==> src/rtl/assert_macros.svh <==
// assertion helpers, included by open_address_hash_set.sv
`ifndef ASSERT_MACROS_SVH
`define ASSERT_MACROS_SVH

`ifndef SYNTH
// checked on every clock edge outside reset
`define ASSERT_CLK(label, clk, rst, prop, msg) \
   label: assert property (@(posedge clk) disable iff (rst) prop) else $error(msg);
// checked on every clock edge, reset included
`define ASSERT_ALWAYS(label, clk, prop, msg) \
   label: assert property (@(posedge clk) prop) else $error(msg);
`else
`define ASSERT_CLK(label, clk, rst, prop, msg)
`define ASSERT_ALWAYS(label, clk, prop, msg)
`endif

`endif

==> src/rtl/oahs_pkg.sv <==
`timescale 1ns / 1ps
`default_nettype none

package oahs_pkg;

   // width of the table size register and of slot positions
   localparam int CFG_W = 5;

   // slot status codes
   localparam logic [1:0] ST_EMPTY = 2'd0;
   localparam logic [1:0] ST_FULL  = 2'd1;
   localparam logic [1:0] ST_TOMB  = 2'd2;

   // command codes
   localparam logic [1:0] CMD_INSERT = 2'd0;
   localparam logic [1:0] CMD_FIND   = 2'd1;
   localparam logic [1:0] CMD_DELETE = 2'd2;

   // sequencer states
   typedef enum logic [3:0] {
      S_CLEAR = 4'b0001,
      S_IDLE  = 4'b0010,
      S_HASH  = 4'b0100,
      S_PROBE = 4'b1000
   } state_type;

endpackage

`default_nettype wire

==> src/rtl/open_address_hash_set.sv <==
`timescale 1ns / 1ps
`default_nettype none
// channel   handshake          word
// request   start / busy       req_cmd, req_key
// response  rsp_strobe         rsp_ok
// csr       csr_we             csr_wdata (table size)
//
// a request is taken when start is high and busy low; busy drops in the cycle
// the response strobe is high, so the next word can be taken at its end
// the home slot is worked out one sum bit at a time, then the slots are visited
// one at a time through the status/key memory read port
// an unknown command answers on the cycle after it is taken
// after reset the status memory is swept slot by slot with busy high
// the response strobe lasts one cycle and cannot be held off
`include "assert_macros.svh"

module open_address_hash_set
   import oahs_pkg::*;
#(
   parameter int TABLE_DEPTH = 16,
   parameter int KEY_BYTES   = 8
) (
   input  wire logic              clock,
   input  wire logic              reset,
   input  wire logic              start,
   output logic                   busy,
   input  wire logic [1:0]        req_cmd,
   input  wire logic [63:0]       req_key,
   output logic                   rsp_strobe,
   output logic                   rsp_ok,
   input  wire logic              csr_we,
   input  wire logic [CFG_W-1:0]  csr_wdata
);

   localparam int AW = (TABLE_DEPTH > 1) ? $clog2(TABLE_DEPTH) : 1;
   localparam int KW = 8 * KEY_BYTES;
   localparam int SW = $clog2(255 * KEY_BYTES + 1);
   localparam int BW = (SW > 1) ? $clog2(SW) : 1;

   state_type         state_ff, state_in;
   logic [CFG_W-1:0]  tsize_ff, tsize_in;
   logic [CFG_W-1:0]  m_ff, m_in, m_cur;
   logic [1:0]        cmd_ff, cmd_in;
   logic [KW-1:0]     key_ff, key_in, key_norm;
   logic [SW-1:0]     sum_ff, sum_in, key_sum;
   logic [BW-1:0]     bit_ff, bit_in;
   logic [CFG_W-1:0]  rem_ff, rem_in;
   logic [CFG_W-1:0]  pos_ff, pos_in;
   logic [CFG_W-1:0]  home_ff, home_in;
   logic [CFG_W-1:0]  step_ff, step_in;
   logic [CFG_W-1:0]  j_ff, j_in;
   logic [AW-1:0]     clr_ff, clr_in;
   logic              rsp_strobe_ff, rsp_strobe_in;
   logic              rsp_ok_ff, rsp_ok_in;

   // slot memories
   logic [1:0]        st_mem [TABLE_DEPTH];
   logic [KW-1:0]     key_mem [TABLE_DEPTH];
   logic [1:0]        rd_st_ff;
   logic [KW-1:0]     rd_key_ff;
   logic [AW-1:0]     rd_addr, wr_addr;
   logic              st_we, key_we;
   logic [1:0]        st_wdata;

   logic              accept;
   logic [CFG_W:0]    rem_try;
   logic [CFG_W:0]    pos_sum, pos_red;
   logic [CFG_W:0]    step_sum, step_red1, step_red2;
   logic [CFG_W:0]    j_next;
   logic [CFG_W-1:0]  pos_nx;
   logic              st_full, st_empty, key_hit;
   logic              last_visit, hit, hit_ok;

   assign accept = start && !busy;
   assign busy   = (state_ff != S_IDLE);

   // effective table size
   always_comb begin
      if (tsize_ff == '0) begin
         m_cur = CFG_W'(1);
      end else if (32'(tsize_ff) > TABLE_DEPTH) begin
         m_cur = CFG_W'(TABLE_DEPTH);
      end else begin
         m_cur = tsize_ff;
      end
   end

   // key normalization and byte sum
   always_comb begin
      logic       alive;
      logic [7:0] kbyte;
      alive    = 1'b1;
      key_norm = '0;
      key_sum  = '0;
      for (int b = 0; b < KEY_BYTES; b++) begin
         kbyte = req_key[8*b +: 8];
         alive = alive && (kbyte != 8'd0);
         if (alive) begin
            key_norm[8*b +: 8] = kbyte;
            key_sum = key_sum + SW'(kbyte);
         end
      end
   end

   // one remainder bit per hash cycle
   assign rem_try = {rem_ff, sum_ff[bit_ff]};

   // probe decision on the word read back
   assign st_full  = (rd_st_ff == ST_FULL);
   assign st_empty = (rd_st_ff == ST_EMPTY);
   assign key_hit  = (rd_key_ff == key_ff);

   assign pos_sum = {1'b0, pos_ff} + {1'b0, step_ff};
   assign pos_red = (pos_sum >= {1'b0, m_ff}) ? pos_sum - {1'b0, m_ff} : pos_sum;
   assign pos_nx  = pos_red[CFG_W-1:0];

   assign step_sum  = {1'b0, step_ff} + (CFG_W+1)'(2);
   assign step_red1 = (step_sum >= {1'b0, m_ff}) ? step_sum - {1'b0, m_ff} : step_sum;
   assign step_red2 = (step_red1 >= {1'b0, m_ff}) ? step_red1 - {1'b0, m_ff} : step_red1;

   assign j_next     = {1'b0, j_ff} + (CFG_W+1)'(1);
   assign last_visit = (j_next == {1'b0, m_ff}) || (pos_nx == home_ff);

   always_comb begin
      if (cmd_ff == CMD_INSERT) begin
         hit    = !st_full || key_hit;
         hit_ok = 1'b1;
      end else begin
         hit    = st_empty || (st_full && key_hit);
         hit_ok = st_full && key_hit;
      end
   end

   // sequencer
   always_comb begin
      state_in      = state_ff;
      tsize_in      = tsize_ff;
      m_in          = m_ff;
      cmd_in        = cmd_ff;
      key_in        = key_ff;
      sum_in        = sum_ff;
      bit_in        = bit_ff;
      rem_in        = rem_ff;
      pos_in        = pos_ff;
      home_in       = home_ff;
      step_in       = step_ff;
      j_in          = j_ff;
      clr_in        = clr_ff;
      rsp_strobe_in = 1'b0;
      rsp_ok_in     = rsp_ok_ff;
      st_we         = 1'b0;
      key_we        = 1'b0;
      st_wdata      = ST_EMPTY;
      wr_addr       = AW'(pos_ff);

      if (csr_we) begin
         tsize_in = csr_wdata;
      end

      case (state_ff)
         S_CLEAR: begin
            st_we   = 1'b1;
            wr_addr = clr_ff;
            clr_in  = clr_ff + AW'(1);
            if (clr_ff == AW'(TABLE_DEPTH - 1)) begin
               state_in = S_IDLE;
            end
         end
         S_IDLE: begin
            if (accept) begin
               if (req_cmd == CMD_INSERT || req_cmd == CMD_FIND ||
                   req_cmd == CMD_DELETE) begin
                  state_in = S_HASH;
                  cmd_in   = req_cmd;
                  key_in   = key_norm;
                  sum_in   = key_sum;
                  m_in     = m_cur;
                  bit_in   = BW'(SW - 1);
                  rem_in   = '0;
               end else begin
                  rsp_strobe_in = 1'b1;
                  rsp_ok_in     = 1'b0;
               end
            end
         end
         S_HASH: begin
            rem_in = (rem_try >= {1'b0, m_ff}) ? CFG_W'(rem_try - {1'b0, m_ff})
                                               : CFG_W'(rem_try);
            bit_in = bit_ff - BW'(1);
            if (bit_ff == '0) begin
               state_in = S_PROBE;
               pos_in   = rem_in;
               home_in  = rem_in;
               step_in  = (m_ff == CFG_W'(1)) ? '0 : CFG_W'(1);
               j_in     = '0;
            end
         end
         S_PROBE: begin
            if (hit || last_visit) begin
               state_in      = S_IDLE;
               rsp_strobe_in = 1'b1;
               rsp_ok_in     = hit ? hit_ok : (cmd_ff == CMD_INSERT);
               if (cmd_ff == CMD_INSERT && !st_full) begin
                  st_we    = 1'b1;
                  key_we   = 1'b1;
                  st_wdata = ST_FULL;
               end else if (cmd_ff == CMD_DELETE && st_full && key_hit) begin
                  st_we    = 1'b1;
                  st_wdata = ST_TOMB;
               end
            end else begin
               pos_in  = pos_nx;
               step_in = step_red2[CFG_W-1:0];
               j_in    = j_next[CFG_W-1:0];
            end
         end
         default: begin
            state_in = S_CLEAR;
            clr_in   = '0;
         end
      endcase
   end

   // the read follows the next probe position
   assign rd_addr = AW'(pos_in);

   // memory ports
   always_ff @(posedge clock) begin
      if (st_we) begin
         st_mem[wr_addr] <= st_wdata;
      end
      if (key_we) begin
         key_mem[wr_addr] <= key_ff;
      end
      rd_st_ff  <= st_mem[rd_addr];
      rd_key_ff <= key_mem[rd_addr];
   end

   // control registers
   always_ff @(posedge clock) begin
      if (reset) begin
         state_ff      <= S_CLEAR;
         tsize_ff      <= CFG_W'(5);
         clr_ff        <= '0;
         rsp_strobe_ff <= 1'b0;
      end else begin
         state_ff      <= state_in;
         tsize_ff      <= tsize_in;
         clr_ff        <= clr_in;
         rsp_strobe_ff <= rsp_strobe_in;
      end
   end

   // datapath registers
   always_ff @(posedge clock) begin
      m_ff      <= m_in;
      cmd_ff    <= cmd_in;
      key_ff    <= key_in;
      sum_ff    <= sum_in;
      bit_ff    <= bit_in;
      rem_ff    <= rem_in;
      pos_ff    <= pos_in;
      home_ff   <= home_in;
      step_ff   <= step_in;
      j_ff      <= j_in;
      rsp_ok_ff <= rsp_ok_in;
   end

   assign rsp_strobe = rsp_strobe_ff;
   assign rsp_ok     = rsp_ok_ff;

   // checks
   `ASSERT_ALWAYS(a_busy_after_reset, clock, reset |=> busy, "not busy after reset")
   `ASSERT_CLK(a_valid_cmd_busy, clock, reset, (accept && (req_cmd == CMD_INSERT || req_cmd == CMD_FIND || req_cmd == CMD_DELETE)) |=> busy, "valid command did not start work")
   `ASSERT_CLK(a_probe_bounds, clock, reset,
      (state_ff == S_PROBE) |-> (j_ff < m_ff && pos_ff < m_ff), "probe out of range")
   `ASSERT_CLK(a_rsp_source, clock, reset,
      rsp_strobe |-> ($past(state_ff == S_PROBE) || $past(accept)),
      "response without a word")

endmodule

`default_nettype wire
==> config.mk <==
export PLATFORM = sky130hd
export DESIGN_NAME = open_address_hash_set
export DESIGN_NICKNAME = d
export VERILOG_FILES = /design/src/rtl/oahs_pkg.sv /design/src/rtl/open_address_hash_set.sv
export VERILOG_INCLUDE_DIRS = /design/src /design/src/rtl
export SDC_FILE = /design/constraint.sdc
export NUM_CORES = 2
export LEC_CHECK = 0
export ABC_AREA = 1
export ABC_CLOCK_PERIOD_IN_PS = 8060
export BUFFER_PORTS_ARGS = -buffer_cell sky130_fd_sc_hd__buf_2
export CAP_MARGIN = 20
export CORE_MARGIN = 1.5
export CORE_UTILIZATION = 57
export DETAILED_ROUTE_END_ITERATION = 10
export PLACE_DENSITY = 0.82
export RECOVER_POWER = 25
export SLEW_MARGIN = 20
export SYNTH_ARGS = -nofsm -noshare
export SYNTH_HDL_FRONTEND = slang
export SYNTH_SLANG_ARGS = --single-unit
==> constraint.sdc <==
create_clock -name clock -period 8.06 [get_ports clock]
set_input_delay 2.015 -clock clock [delete_from_list [all_inputs] [get_ports clock]]
set_output_delay 2.015 -clock clock [all_outputs]
set_load 0.01 [all_outputs]
**Word level (Yosys, flattened, before mapping)**

Memories as Yosys holds them, arrays and structs flattened. A register that Yosys moved wholly into a read port is not among the register bits.
Index checks and enable logic that the tools add are counted.
Widths: inputs -> output; s select.

- Add/subtract/negate cells: 16
- Order comparisons: 6
- Equal/unequal tests: 21
- Muxes and demuxes: 65
- Reduce and logical (&&, ||, !) cells: 44

Operators with widths:

| kind | count |
|---|---|
| $add 11x8->11 | 7 |
| $mux 11 | 7 |
| $eq 64x64->1 | 1 |
| $reduce_bool 8->1 | 8 |
| $mux 5 | 12 |
| $pmux 5 s2 | 4 |
| $mux 4 | 8 |
| $ge 6x5->1 | 4 |
| $mux 1 | 21 |
| $pmux 4 s2 | 2 |
| $pmux 4 s4 | 1 |
| $sub 5x5->5 | 3 |
| $ne 2x2->1 const B | 7 |
| $logic_and 1x1->1 | 12 |
| $reduce_and 3->1 | 3 |
| $eq 4x4->1 const B | 2 |
| $mux 2 | 4 |
| $mux 8 | 1 |
| $add 5x1->6 const B | 1 |
| $add 5x2->6 const B | 1 |
| $add 5x5->6 | 1 |
| $eq 6x5->1 | 1 |
| $logic_not 2->1 | 3 |
| $logic_or 1x1->1 | 6 |
| 25 further kinds | 32 |

- Bits in registers: 126
- RAM bits: 1056
- Bits of input ports: 75
- Output and inout bits: 3
- Word-level logic and storage cells: 178
- Memories: 2

Memories:

| name | words | width | read ports | clocked after Yosys merged registers in | wr ports | line | RTL |
|---|---|---|---|---|---|---|---|
| key_mem | 16 | 64 | 1 | 1 | 1 | open_address_hash_set.sv:58 | `logic [KW-1:0] key_mem [TABLE_DEPTH];` |
| st_mem | 16 | 2 | 1 | 1 | 1 | open_address_hash_set.sv:57 | `logic [1:0] st_mem [TABLE_DEPTH];` |

**Logic depth before layout (Yosys ltp)**

- Depth after elaboration: 16
- Mapped depth: 52
- Depth with buffers taken out: 51

**Worst setup path before layout**

Ideal clock, no wire load.

- Path kind: input to register
- Start: input port req_key[0]
- End: register sum_ff[10] (data pin)
- Setup time: 0.249 ns
- Arrival: 8.385 ns
- Required time: 7.811 ns
- Setup slack: -0.574 ns
- Cell stages on the path: 41
- Path buffers: 2
- Cells stage by stage: nor4_1 -> nand2_1 -> nand2_1 -> buf_2 -> buf_2 -> nand2_1 -> nand2_1 -> ha_1 -> fa_1 -> inv_1 -> o21ai_0 -> inv_1 -> fa_1 -> o21ai_0 -> inv_1 -> fa_1 -> xor2_1 -> o21ai_0 -> [... 5 more ...] -> o21ai_0 -> ha_1 -> a21oi_1 -> nand2_1 -> xor2_1 -> o21ai_0 -> ha_1 -> a21o_1 -> a21oi_1 -> nor2_1 -> a211oi_1 -> nor2_1 -> nand3_1 -> nor2_1 -> inv_1 -> nand2_1 -> nand2_1 -> inv_1

- Cells in the longest elaborated chain, start to end: 16
- Elaborated cells between the ends (all ways): 23
- Those cells by class: add/sub: 7; mux: 8; reduce/logical: 8

Ends and longest elaborated chain:

| what | line | RTL |
|---|---|---|
| start: declaration | open_address_hash_set.sv:28 | `input wire logic [63:0] req_key,` |
| $reduce_bool 8->1 | open_address_hash_set.sv:97 | `alive = alive && (kbyte != 8'd0);` |
| $mux 8 | open_address_hash_set.sv:98 | `if (alive) begin` |
| $add 11x8->11 | open_address_hash_set.sv:100 | `key_sum = key_sum + SW'(kbyte);` |
| $mux 11 | open_address_hash_set.sv:98 |  |
| $add 11x8->11 | open_address_hash_set.sv:100 |  |
| $mux 11 | open_address_hash_set.sv:98 |  |
| $add 11x8->11 | open_address_hash_set.sv:100 |  |
| $mux 11 | open_address_hash_set.sv:98 |  |
| $add 11x8->11 | open_address_hash_set.sv:100 |  |
| $mux 11 | open_address_hash_set.sv:98 |  |
| $add 11x8->11 | open_address_hash_set.sv:100 |  |
| $mux 11 | open_address_hash_set.sv:98 |  |
| $add 11x8->11 | open_address_hash_set.sv:100 |  |
| $mux 11 | open_address_hash_set.sv:98 |  |
| $add 11x8->11 | open_address_hash_set.sv:100 |  |
| $mux 11 * | open_address_hash_set.sv:98 |  |
| named net key_sum[10] | open_address_hash_set.sv:45 | `logic [SW-1:0] sum_ff, sum_in, key_sum;` |
| end signal: assignment | open_address_hash_set.sv:259 | `sum_ff <= sum_in;` |
| end: declaration | open_address_hash_set.sv:45 |  |

Mark *: on every way through the listed nets, which the timed path passes. The rest lies on a longest branch.
A chain may end at the register's enable or synchronous reset.

**Worst setup path in the final report**

- Start: input port req_key[1]
- End: register sum_ff[10] (data pin)

Same word-level chain as after synthesis.

==> results.py <==
metrics = {
    "finish": {
        "drive_gt1_share_pct": 10.0,
        "finalNonFillerCells": 7375,
        "syn2layout_area_growth_pct": 11.4,
        "final_util_pct": 64.3,
        "nNetsFinal": 6092,
    },
    "logic_synthesis": {
        "synth_top_area_share_pct": 60.2,
        "syn_inst": 5831,
        "syn_avg_cell_area_um2": 9.96,
        "netlist_top_cells_area": "edfxtp_1 60%, nand3_1 11%, nand2_1 8.7%",
        "synth_largest_area_cell": "edfxtp_1",
        "ys_seq_elements": 1248,
        "synth-edff-count": 1164,
        "synthDistinctLibCells": 46,
        "ys_warn_count": 0,
        "syn_area_mm2": 0.0581,
        "synth_nets": 6006,
        "async_flop_share_pct": 0,
        "ys.flop_type": "edfxtp_1",
        "ys_seq_area_share_pct": 63.1,
    },
    "routing": {
        "dr.pass1.iters": 6,
        "ant_nets": 0,
        "vias_per_cell": 5.80,
        "drcViolationCount": 0,
        "wl_per_cell_um": 20.2,
        "finalWirelength_um": 149000,
        "drtIter0Drc": 5765,
        "vias": 42700,
    },
    "worst_setup_path": {
        "worstSetupPathType": "in -> reg",
        "arrival_ps": 8370,
        "critPathLaunchType": "input pin",
        "cp_max_fo": 4,
        "cp.buffers_inverters": 9,
        "max_stage_delay_ps": 490,
        "cp_common_cell": "nand2_2",
        "critPathSlowestCell": "fa_1",
        "cp-end-kind": "flip-flop",
        "crit_family": "simple AND/OR/NAND/NOR gates",
        "critPathRequiredTime_ps": 8530,
    },
    "power": {
        "power_per_cell_area_mw_per_mm2": 279,
        "ir_drop_mv": 0.927,
        "netSwitchingFraction_pct": 29.0,
        "pwr-share-clk_pct": 29.9,
        "p_int_mw": 12.8,
        "p_leak_nw": 27.2,
        "switching_power_mw": 5.24,
        "comb_power_share_pct": 29.8,
        "seq_power_share_pct": 40.3,
    },
    "global_route": {
        "grt_pass1_wl_um": 229000,
        "grt_pass1_vias": 41600,
        "grt_usage_pct": 28.6,
        "antenna_found_initial": 4,
        "grt_max_degree": 185,
        "gr-total-overflow": 0,
    },
    "floorplan": {
        "die_h_um": 322,
        "die_x_um": 322,
        "die-area_mm2": 0.104,
        "io_pins": 78,
        "num_rows": 116,
        "start_util_pct": 57.8,
        "core_mm2": 0.101,
    },
    "clock_network": {
        "cts-htree-levels": 3,
        "clock-sinks": 1248,
        "clockRootBuffer": "clkbuf_16",
        "clkLatencyLatePin_ps": 730,
        "cts_tree": "yes",
        "cts_buffers": 116,
        "clkSlewWorstSetupHoldPaths_ps": 60,
        "cts_buffer_depth": 3,
    },
    "place": {
        "post-place-cells": 7144,
        "portBuffers": 77,
        "routabilityCongestion": 0.882,
        "detailed_place_hpwl_um": 79800,
        "dp_slack_ps": -952,
    },
    "timing": {
        "slew_headroom_pct": 21.6,
        "tightestPinTransition_ps": 1170,
        "setup-violations-final": 0,
        "finClkSkew_ps": 73.0,
        "rsz0062_at_grt": "true",
        "fmax_mhz": 127,
        "period_share_pct": 98.1,
        "finalWorstSetupSlack_ps": 157,
        "drv_slew": 0,
        "hold_violations": 0,
        "finalCriticalPeriod_ps": 7900,
    },
    "flow_run": {
        "drv_cap": 0,
    },
    "worst_hold_path": {
        "hold_class": "reg -> reg",
    },
    "run_status": {
        "status": "complete, no violations",
    },
}
## layout make-up
class | instances | area [µm²]
sequential | 1248 | 36600
multi-input combinational | 3406 | 17300
tap | 1357 | 1700
clock inverter | 67 | 591
timing repair buffer | 273 | 2060
clock buffer | 151 | 3170
inverter | 872 | 3290
antenna | 1 | 2.50
fill | 7228 | 35900
## power by group through the flow
stage / Combinational [mW] / Sequential, mW / Clock, mW
floorplan: 2.98 / 7.40 / 0
global placement: 4.47 / 7.42 / 0
detailed placement: 4.53 / 7.42 / 0
CTS: 4.66 / 7.29 / 5.40
global route: 6.04 / 7.30 / 5.64
finish: 5.40 / 7.29 / 5.40
## sequential cells by signal (all words and copies together) (netlist names), 5 cells and up
register   count
step_ff        5
sum_ff        11
pos_ff         5
rd_key_ff     64
key_ff        64
m_ff           5
j_ff           5
rem_ff         5
key_mem     1024
st_mem        32
tsize_ff       5
home_ff        5
## cells by family (layout without fill, tap and decap cells)
family          after synthesis  count (layout)  share of synthesized area (%)
buf+inv                    1177            1363                           8.64
simple gates               3051            3051                           23.2
other cells                   0               1                              0
compound gates              189             189                           1.76
flops                      1248            1248                           63.1
fa+ha+maj                   100             100                           2.31
xor+xnor                     66              66                          0.995
## path summary, 6_finish.rpt
path / to / from / slack, ps / cells after the start
worst min-delay path: tsize_ff[0]$_SDFFE_PP1P_ / tsize_ff[0]$_SDFFE_PP1P_ / 500 / 2
worst max-delay path: sum_ff[10]$_DFFE_PP_ / req_key[1] / 160 / 47
worst min register to register: tsize_ff[0]$_SDFFE_PP1P_ / tsize_ff[0]$_SDFFE_PP1P_ / 500 / 2
worst max register to register: rd_key_ff[13]$_DFF_P_ / step_ff[0]$_DFFE_PP_ / 2260 / 26
## cell usage in the layout, fill, tap and decap left out, types with 8 or more instances in the layout
cell	netlist	routed
nand2_1	1353	1340
nand3_1	1268	1265
edfxtp_1	1164	1164
inv_1	866	858
nor2_1	291	265
buf_4	42	182
clkbuf_16	0	118
dfxtp_1	84	84
nand3b_1	79	79
buf_2	209	72
ha_1	88	65
o21ai_0	83	54
a21oi_1	69	52
xor2_1	44	43
clkinv_2	0	34
clkbuf_1	29	24
ha_4	0	23
xnor2_1	22	20
nor2_4	1	18
o21ai_2	1	17
clkinv_1	3	17
o21ai_1	3	15
a21oi_2	1	15
nand2_2	5	14
nor4_1	17	13
nor3_1	13	13
nor2_2	2	11
buf_12	0	10
fa_1	12	9
clkbuf_8	0	9
or2_2	9	8
## worst min-delay path: cells and delay by family (launching register included)
kind / cells / cell delay [ps]
AOI/OAI and AO/OA: 1 / 70
DFF: 1 / 310
buffers and inverters: 1 / 80
## what timing repair did
action,CTS,global route
buffers inserted,1,10
endpoints found under the setup margin,4,6
pin swaps,10,60
hold buffers,0,0
resized for setup,16,101
endpoints found under the hold margin,0,0
## through the flow
step	setup TNS (ps)	power, mW	hold slack [ps]	area (µm²)
after CTS	0	17.3	499	64100
after detailed placement	-5120	12.0	489	60300
after floorplan	-96.5	10.4	451	58200
final	0	18.1	500	64700
after global placement	-4590	11.9	477	60200
after global routing	-945	19.0	519	64700
## synth_stat cells, types with 2 or more instances
cell type / instances
nand4_1: 5
o21ai_1: 3
clkbuf_1: 29
nand3_1: 1268
xor2_1: 44
a31oi_1: 6
and2_1: 3
buf_4: 42
nor4_1: 17
or2_2: 9
a211oi_1: 6
o31ai_1: 2
dfxtp_1: 84
nand3b_1: 79
a21boi_0: 3
inv_2: 3
o21a_1: 4
nand2_4: 2
a21oi_1: 69
o22ai_1: 4
o21ai_0: 83
nor2_2: 2
inv_1: 866
nor2_1: 291
clkinv_1: 3
ha_1: 88
nor3_1: 13
buf_2: 209
buf_6: 24
nand2_1: 1353
xnor2_1: 22
edfxtp_1: 1164
fa_1: 12
nand2_2: 5
a21o_1: 3
## layer usage
metal | up-vias | part of all wire (%) | GRT usage, %
met5 | - | 0 | 0
met4 | 0 | 3.5 | 11.4
met3 | 382 | 12 | 4.53
met2 | 2692 | 47 | 47.2
met1 | 20100 | 37 | 38.0
li1 | 19500 | - | -
Power figures use the tool's default switching activity.
